`src/rtl/hpg_pkg.sv`:
```
// Package for the height palette gradient block: widths, register codes, palette helpers.
package hpg_pkg;

  localparam int PALETTE_SIZE = 8;
  localparam int IDX_W        = $clog2(PALETTE_SIZE);
  localparam int HEIGHT_W     = 16;
  localparam int GAIN_W       = 32;
  localparam int POS_W        = 16;
  localparam int COLOR_W      = 24;
  localparam int CHAN_W       = 8;
  localparam int PAIR_W       = 2 * COLOR_W;
  localparam int NUM_PAIRS    = PALETTE_SIZE / 2;
  localparam int CFG_IDX_W    = 3;
  localparam int CFG_DATA_W   = PAIR_W;
  localparam int COUNT_W      = 4;
  localparam int PROD_W       = HEIGHT_W + GAIN_W;

  localparam logic [CFG_IDX_W-1:0] REG_GAIN   = 3'd0;
  localparam logic [CFG_IDX_W-1:0] REG_BIAS   = 3'd1;
  localparam logic [CFG_IDX_W-1:0] REG_COUNT  = 3'd2;
  localparam logic [CFG_IDX_W-1:0] REG_PAIR_0 = 3'd3;
  localparam logic [CFG_IDX_W-1:0] REG_PAIR_1 = 3'd4;
  localparam logic [CFG_IDX_W-1:0] REG_PAIR_2 = 3'd5;
  localparam logic [CFG_IDX_W-1:0] REG_PAIR_3 = 3'd6;

  localparam logic [COUNT_W-1:0] COUNT_MIN   = 4'd2;
  localparam logic [COUNT_W-1:0] COUNT_MAX   = 4'(PALETTE_SIZE);
  localparam logic [COUNT_W-1:0] COUNT_RESET = 4'd2;

  typedef logic [NUM_PAIRS-1:0][PAIR_W-1:0] pal_pairs_t;
  typedef logic [COLOR_W-1:0]               color_t;

  function automatic color_t palette_color(input pal_pairs_t pairs,
                                           input logic [IDX_W-1:0] idx);
    logic [PAIR_W-1:0] pair;
    pair = pairs[idx[IDX_W-1:1]];
    return idx[0] ? pair[PAIR_W-1:COLOR_W] : pair[COLOR_W-1:0];
  endfunction

  // lo + floor((hi - lo) * blend / 2^16), kept to 8 bits
  function automatic logic [CHAN_W-1:0] blend_chan(input logic [CHAN_W-1:0] lo,
                                                   input logic [CHAN_W-1:0] hi,
                                                   input logic [POS_W-1:0]  blend);
    logic signed [CHAN_W:0]         diff;
    logic signed [CHAN_W+POS_W+1:0] prod;
    logic signed [CHAN_W+1:0]       step;
    diff = $signed({1'b0, hi}) - $signed({1'b0, lo});
    prod = diff * $signed({1'b0, blend});
    step = prod[CHAN_W+POS_W+1:POS_W];
    return lo + step[CHAN_W-1:0];
  endfunction

endpackage

```
`src/rtl/hpg_if.sv`:
```
// Stream interfaces of the height palette gradient block.
interface hpg_in_if;
  logic                                valid;
  logic                                ready;
  logic signed [hpg_pkg::HEIGHT_W-1:0] height_sample;

  modport source (output valid, output height_sample, input ready);
  modport sink   (input valid, input height_sample, output ready);
endinterface

interface hpg_out_if;
  logic                         valid;
  logic                         ready;
  logic [hpg_pkg::CHAN_W-1:0]   red;
  logic [hpg_pkg::CHAN_W-1:0]   green;
  logic [hpg_pkg::CHAN_W-1:0]   blue;
  logic [hpg_pkg::IDX_W-1:0]    color_index;

  modport source (output valid, output red, output green, output blue, output color_index,
                  input ready);
  modport sink   (input valid, input red, input green, input blue, input color_index,
                  output ready);
endinterface

```
`src/rtl/height_palette_gradient_top.sv`:
```
// Height palette gradient: four-stage pipeline mapping height samples to blended RGB colors.
// One item per cycle sustained while the output is not stalled. Stage 1 holds the 16x32
// height-by-gain product, stage 2 the biased and clamped ramp position, stage 3 the palette
// index, blend weight and the two neighboring colors, stage 4 the blended channels. Each
// stage takes a new item when empty or when the stage after it moves, so the pipeline fills
// bubbles and holds every item under back-pressure. Configuration registers are written
// through cfg_we/cfg_index/cfg_data; the user must write them only while idle, and the
// block itself does not enforce this.
module height_palette_gradient_top (
  input  logic                               clk,
  input  logic                               rst_n,
  hpg_in_if.sink                             in_ch,
  hpg_out_if.source                          out_ch,
  input  logic                               cfg_we,
  input  logic [hpg_pkg::CFG_IDX_W-1:0]      cfg_index,
  input  logic [hpg_pkg::CFG_DATA_W-1:0]     cfg_data
);

  // configuration
  logic signed [hpg_pkg::GAIN_W-1:0] gain_r;
  logic signed [hpg_pkg::GAIN_W-1:0] bias_r;
  logic [hpg_pkg::COUNT_W-1:0]       count_r;
  hpg_pkg::pal_pairs_t               pairs_r;

  always_ff @(posedge clk) begin
    if (!rst_n) begin
      gain_r  <= '0;
      bias_r  <= '0;
      count_r <= hpg_pkg::COUNT_RESET;
      pairs_r <= '0;
    end else if (cfg_we) begin
      unique case (cfg_index)
        hpg_pkg::REG_GAIN:   gain_r     <= $signed(cfg_data[hpg_pkg::GAIN_W-1:0]);
        hpg_pkg::REG_BIAS:   bias_r     <= $signed(cfg_data[hpg_pkg::GAIN_W-1:0]);
        hpg_pkg::REG_COUNT:  count_r    <= cfg_data[hpg_pkg::COUNT_W-1:0];
        hpg_pkg::REG_PAIR_0: pairs_r[0] <= cfg_data;
        hpg_pkg::REG_PAIR_1: pairs_r[1] <= cfg_data;
        hpg_pkg::REG_PAIR_2: pairs_r[2] <= cfg_data;
        hpg_pkg::REG_PAIR_3: pairs_r[3] <= cfg_data;
        default: ;
      endcase
    end
  end

  // clamped count minus one, 1..PALETTE_SIZE-1
  logic [hpg_pkg::COUNT_W-1:0] count_c;
  logic [hpg_pkg::IDX_W-1:0]   span;
  always_comb begin
    if (count_r < hpg_pkg::COUNT_MIN)      count_c = hpg_pkg::COUNT_MIN;
    else if (count_r > hpg_pkg::COUNT_MAX) count_c = hpg_pkg::COUNT_MAX;
    else                                   count_c = count_r;
  end
  assign span = hpg_pkg::IDX_W'(count_c - 4'd1);

  // stage valids and flow control
  logic v1_r, v2_r, v3_r, v4_r;
  logic rdy1, rdy2, rdy3, rdy4;

  assign rdy4 = !v4_r || out_ch.ready;
  assign rdy3 = !v3_r || rdy4;
  assign rdy2 = !v2_r || rdy3;
  assign rdy1 = !v1_r || rdy2;
  assign in_ch.ready = rdy1;

  always_ff @(posedge clk) begin
    if (!rst_n) begin
      v1_r <= 1'b0;
      v2_r <= 1'b0;
      v3_r <= 1'b0;
      v4_r <= 1'b0;
    end else begin
      if (rdy1) v1_r <= in_ch.valid;
      if (rdy2) v2_r <= v1_r;
      if (rdy3) v3_r <= v2_r;
      if (rdy4) v4_r <= v3_r;
    end
  end

  // stage 1: height times gain
  logic signed [hpg_pkg::PROD_W-1:0] prod_r;
  always_ff @(posedge clk) begin
    if (rdy1) prod_r <= in_ch.height_sample * gain_r;
  end

  // stage 2: floor shift, bias, clamp to the ramp
  localparam int SUM_W = hpg_pkg::GAIN_W + 2;
  logic signed [SUM_W-1:0]       sum;
  logic [hpg_pkg::POS_W-1:0]     pos_nxt;
  logic [hpg_pkg::POS_W-1:0]     pos_r;
  always_comb begin
    sum = SUM_W'(prod_r >>> hpg_pkg::POS_W) + SUM_W'(bias_r);
    if (sum < 0)
      pos_nxt = '0;
    else if (sum > $signed({{(SUM_W-hpg_pkg::POS_W){1'b0}}, {hpg_pkg::POS_W{1'b1}}}))
      pos_nxt = '1;
    else
      pos_nxt = sum[hpg_pkg::POS_W-1:0];
  end
  always_ff @(posedge clk) begin
    if (rdy2) pos_r <= pos_nxt;
  end

  // stage 3: palette position, neighbor colors
  localparam int SCALED_W = hpg_pkg::POS_W + hpg_pkg::IDX_W;
  logic [SCALED_W-1:0]         scaled;
  logic [hpg_pkg::IDX_W-1:0]   idx;
  logic [hpg_pkg::IDX_W-1:0]   idx_r;
  logic [hpg_pkg::POS_W-1:0]   blend_r;
  hpg_pkg::color_t             clo_r, chi_r;
  assign scaled = SCALED_W'(pos_r) * SCALED_W'(span);
  assign idx    = scaled[SCALED_W-1:hpg_pkg::POS_W];
  always_ff @(posedge clk) begin
    if (rdy3) begin
      idx_r   <= idx;
      blend_r <= scaled[hpg_pkg::POS_W-1:0];
      clo_r   <= hpg_pkg::palette_color(pairs_r, idx);
      chi_r   <= hpg_pkg::palette_color(pairs_r, idx + 1'b1);
    end
  end

  // stage 4: blend the three channels
  logic [hpg_pkg::CHAN_W-1:0] red_r, green_r, blue_r;
  logic [hpg_pkg::IDX_W-1:0]  cidx_r;
  always_ff @(posedge clk) begin
    if (rdy4) begin
      red_r   <= hpg_pkg::blend_chan(clo_r[23:16], chi_r[23:16], blend_r);
      green_r <= hpg_pkg::blend_chan(clo_r[15:8],  chi_r[15:8],  blend_r);
      blue_r  <= hpg_pkg::blend_chan(clo_r[7:0],   chi_r[7:0],   blend_r);
      cidx_r  <= idx_r;
    end
  end

  assign out_ch.valid       = v4_r;
  assign out_ch.red         = red_r;
  assign out_ch.green       = green_r;
  assign out_ch.blue        = blue_r;
  assign out_ch.color_index = cidx_r;

endmodule

```
`src/flat_wrapper.sv`:
```
// flat-port wrapper written by rule: the top's interface ports become plain ports
module height_palette_gradient_top_flat 
  (clk, rst_n, cfg_we, cfg_index, cfg_data, in_ch_valid, in_ch_height_sample, in_ch_ready, out_ch_valid, out_ch_red, out_ch_green, out_ch_blue, out_ch_color_index, out_ch_ready);
  hpg_in_if in_ch_i ();
  hpg_out_if out_ch_i ();
  input  logic clk;
  input  logic rst_n;
  input  logic cfg_we;
  input  logic [hpg_pkg::CFG_IDX_W-1:0] cfg_index;
  input  logic [hpg_pkg::CFG_DATA_W-1:0] cfg_data;
  input wire logic [$bits(in_ch_i.valid)-1:0] in_ch_valid;
  input wire logic [$bits(in_ch_i.height_sample)-1:0] in_ch_height_sample;
  output wire logic [$bits(in_ch_i.ready)-1:0] in_ch_ready;
  output wire logic [$bits(out_ch_i.valid)-1:0] out_ch_valid;
  output wire logic [$bits(out_ch_i.red)-1:0] out_ch_red;
  output wire logic [$bits(out_ch_i.green)-1:0] out_ch_green;
  output wire logic [$bits(out_ch_i.blue)-1:0] out_ch_blue;
  output wire logic [$bits(out_ch_i.color_index)-1:0] out_ch_color_index;
  input wire logic [$bits(out_ch_i.ready)-1:0] out_ch_ready;
  assign in_ch_i.valid = in_ch_valid;
  assign in_ch_i.height_sample = in_ch_height_sample;
  assign in_ch_ready = in_ch_i.ready;
  assign out_ch_valid = out_ch_i.valid;
  assign out_ch_red = out_ch_i.red;
  assign out_ch_green = out_ch_i.green;
  assign out_ch_blue = out_ch_i.blue;
  assign out_ch_color_index = out_ch_i.color_index;
  assign out_ch_i.ready = out_ch_ready;
  height_palette_gradient_top u_core (.clk(clk), .rst_n(rst_n), .in_ch(in_ch_i), .out_ch(out_ch_i), .cfg_we(cfg_we), .cfg_index(cfg_index), .cfg_data(cfg_data));
endmodule
```
`config.mk`:
```
export PLATFORM = sky130hd
export DESIGN_NAME = height_palette_gradient_top_flat
export DESIGN_NICKNAME = d
export VERILOG_FILES = /design/src/rtl/hpg_pkg.sv /design/src/rtl/hpg_if.sv /design/src/rtl/height_palette_gradient_top.sv /design/src/flat_wrapper.sv
export SDC_FILE = /design/constraint.sdc
export NUM_CORES = 2
export LEC_CHECK = 0
export ABC_CLOCK_PERIOD_IN_PS = 7350
export BUFFER_PORTS_ARGS = -buffer_cell sky130_fd_sc_hd__buf_2
export CORE_ASPECT_RATIO = 1.1
export CORE_MARGIN = 2
export CORE_UTILIZATION = 47
export DETAILED_ROUTE_END_ITERATION = 16
export MAX_ROUTING_LAYER = met4
export PLACE_DENSITY = 0.75
export SLEW_MARGIN = 30
export SYNTH_ARGS = -nofsm -noshare
export SYNTH_HDL_FRONTEND = slang
export SYNTH_SLANG_ARGS = --single-unit
```
`constraint.sdc`:
```
create_clock -name clk -period 7.35 [get_ports clk]
set_clock_uncertainty 0.1 [all_clocks]
set_input_delay 1.47 -clock clk [delete_from_list [all_inputs] [get_ports clk]]
set_output_delay 1.47 -clock clk [all_outputs]
set_load 0.05 [all_outputs]
```
==> summary.txt <==
Status
  • Status: finished with violations
  • Violated checks: setup timing

Clock tree
  • Clock sink count: between 400 and 500
  • H-tree depth: 2
  • Clock transition at path regs: ~0.07 ns
  • CTS tree: done
  • CTS Hold Bufs: 0
  • Clk_lat worst skew: approximately 0.6 ns
  • Clock root buffer: clkbuf_16
  • Bufs on Longest Clock Path: 3
  • Cts bufs inserted: 44

Routing
  • DRC: 0
  • Detailed Route WL: about 130000 um
  • DR WL/cell: 18.7 um
  • Iter 0 DRT Violations: 2740
  • Antenna Violating Nets Remaining: 0
  • Via Count: ~38000
  • Vias per cell: approximately 5.4
  • TritonRoute pass-1 iters: 5

Power
  • Switching power: between 9 and 10 mW
  • Sequential power share: between 10% and 20%
  • Switch share: 45.1%
  • Lkg Pwr: around 26 nW
  • Combinational group share of total power: approximately three quarters
  • Clock Power Share: between 10 and 15%
  • Peak supply drop: 0.442 mV
  • Pwr/cell area: approximately 360 nW/um^2
  • Power Internal: around 11 mW

Worst setup path
  • Worst Path Max Fanout: 3
  • CP required: 7.60 ns
  • Worst setup SP type: flip-flop
  • Crit path DAT: 8.15 ns
  • Crit path top cell by count: fa_1
  • Crit path kind: reg -> reg
  • Flop2flop setup slack: -0.54 ns
  • CP max stage delay: 0.51 ns
  • Slowest library cell on the worst path: fa_1
  • Crit end category: flip-flop

Global routing
  • Remaining Overflow, GRT: 0
  • Pin count of the biggest net entering global routing: ~140
  • GRT Util Overall: between 20% and 30%
  • Vias in the first global route: around 40000
  • First-pass GRT wire length: ~210000 um
  • Initial antenna violation count: 12

Logic synthesis
  • Async SR Flop Fraction: 0%
  • Yosys reg bits: 406
  • Post-synth top area share: between 30% and 40%
  • Synth Cell Area: just over 50000 sq um
  • Sequential-to-total area share from yosys stat: a little under a fifth
  • Post-synthesis cell count: around 5300
  • Largest cells by area after synthesis: fa_1 31%, dfxtp_1 10%, ha_1 9.2%
  • Top_reg_cell synth: dfxtp_1
  • Yosys cell types: 67
  • Post-synth EDFFs: 142
  • Syn Nets: between 6000 and 7000
  • Synth Area per Inst: about 9.5 sq um
  • Synth warn: 0
  • Cell taking the most area after synthesis: fa_1

STA
  • Fmax: 127 MHz
  • Max-slew violations: 0
  • Unrepaired setup endpoints after global routing: yes
  • Rel. slew slack: between 30% and 40%
  • Final WS setup: -0.543 ns
  • Crit share post-route: 107%
  • Final Critical Period: 7.89 ns
  • Worst-margin pin slew: 0.987 ns
  • Final setup fails: 8
  • Fin. Hold Viols: 0
  • Hold Slack: 0.335 ns

Placed design
  • Setup Slack @ Placement: -0.607 ns
  • Post-Place Cells: between 6000 and 7000
  • Port buffer count: 100
  • Detailed placement HPWL: 102000 um
  • Routability Congestion: 0.953

Floorplanning
  • Starting Density: between 40% and 50%
  • Core ar.: between 100000 and 150000 sq um
  • Die Y: about 350 um
  • Die Area: 111000 sq um
  • Rows: between 100 and 150
  • Die width: ~320 um
  • Top-level I/O count: a little over 100

Cells and area
  • Commonest cells after routing, fill and taps aside: 987 x nand2_1, 789 x fa_1, 788 x inv_1
  • Final nets: around 7000
  • Commonest non-fill, non-tap cell in the layout: nand2_1
  • Non-Filler Instances: 7087
  • Share of cells above drive strength 1: between 15 and 20%
  • Area growth syn-to-layout: 13.8%
  • Final core occ: a little over half

Job
  • Maxcap violations: 0

Min path
  • Hold Crit Class: reg -> reg
## worst max-delay path: cells and delay by family (launching register included)
family	cells	cell delay, ns
adder cells (fa/ha/maj)	9	3.40
AND/OR/NAND/NOR	4	0.57
AO/OA/AOI/OAI	14	2.36
flip-flops	1	0.37
buffers and inverters	4	0.23
XOR/XNOR	4	0.62
## routing by layer
metal	global-route usage, %	wire (um)
met3	3.27	8110
met5	-	0
met4	7.87	4630
met2	42.6	66500
met1	30.3	53100
## power groups by stage
stage / Sequential [mW] / Combinational, mW / Clock, mW
after global placement: 3.30 / 13.3 / 0
after CTS: 3.26 / 14.4 / 2.30
after floorplan: 3.35 / 9.46 / 0
after global routing: 3.30 / 17.3 / 2.39
after detailed placement: 3.31 / 13.8 / 0
final: 3.27 / 15.4 / 2.27
## cells in the mapped netlist, drive strengths merged (5+ instances only)
cell      n
nand2b  150
nor3     17
mux2     50
a31oi    27
clkbuf  247
a21boi  260
o211ai    6
o21bai   16
ha      376
nor4      6
xnor2   109
buf      20
dfxtp   264
or2      13
inv     795
and2    389
a211oi   15
nor2b    42
nand2   998
o21a     21
a21o     43
nand4    16
fa      801
a21oi   103
o31ai     5
o21ai    70
and3      8
nand3    26
mux4     96
edfxtp  142
mux2i     8
nor2    107
xor2     39
## metrics by stage
| step | TNS, ns | power [mW] | instance area (sq um) |
|---|---|---|---|
| detailed placement | -9.43 | 17.1 | 55400 |
| CTS | -1.37 | 20.0 | 57300 |
| floorplan | -0.256 | 12.8 | 51100 |
| global route | -5.95 | 23.0 | 57900 |
| global placement | -6.40 | 16.6 | 55300 |
| finish | -2.29 | 20.9 | 57900 |
## cell families after synthesis
kind of cell               share of synthesized area [%]
muxes                                               5.51
and+or+nand+nor                                     16.5
AOI/OAI and AO/OA                                   8.02
buffers and inverters                               7.94
DFF                                                 18.8
adders and majority gates                           40.7
xor gates and xnor gates                            2.55
## area by class of cell
cell class / count / area, sq um
clock buffer: 59 / 1280
multi-input combinational: 3867 / 38300
clock inverter: 23 / 215
timing repair buffer: 516 / 3850
fill: 9229 / 49400
sequential: 406 / 9550
tap: 1408 / 1760
inverter: 795 / 2980
antenna: 13 / 32.5
## final timing paths
check	end	cells past startpoint	from
setup / recovery	u_core.out_ch.red[7]	35	u_core.chi_r[16]
hold / removal	u_core.out_ch.color_index[1]	0	u_core.idx_r[1]
setup reg to reg	u_core.out_ch.red[7]	35	u_core.chi_r[16]
hold reg to reg	u_core.out_ch.color_index[1]	0	u_core.idx_r[1]
## registers in the layout (all words and copies together) (netlist names)
signal and flops:
u_core.out_ch.red 8, u_core.chi_r 24, u_core.gain_r 32, u_core.out_ch.green 8
u_core.out_ch.valid 1, u_core.out_ch.blue 8, u_core.bias_r 32, u_core.v2_r 1
u_core.blend_r 16, u_core.pos_r 16, u_core.v3_r 1, u_core.clo_r 24
u_core.idx_r 3, u_core.v1_r 1, u_core.out_ch.color_index 3, u_core.count_r 4
u_core.prod_r 32, u_core.pairs_r 192
## repair_timing
item / 4_1_cts / 5_1_grt
endpoints found under the setup margin: 12 / 27
pin swaps: 50 / 61
gates resized for setup: 53 / 107
buffers inserted: 31 / 16
gates cloned: 0 / 1
No activity file was read; power rests on OpenSTA's default activity.
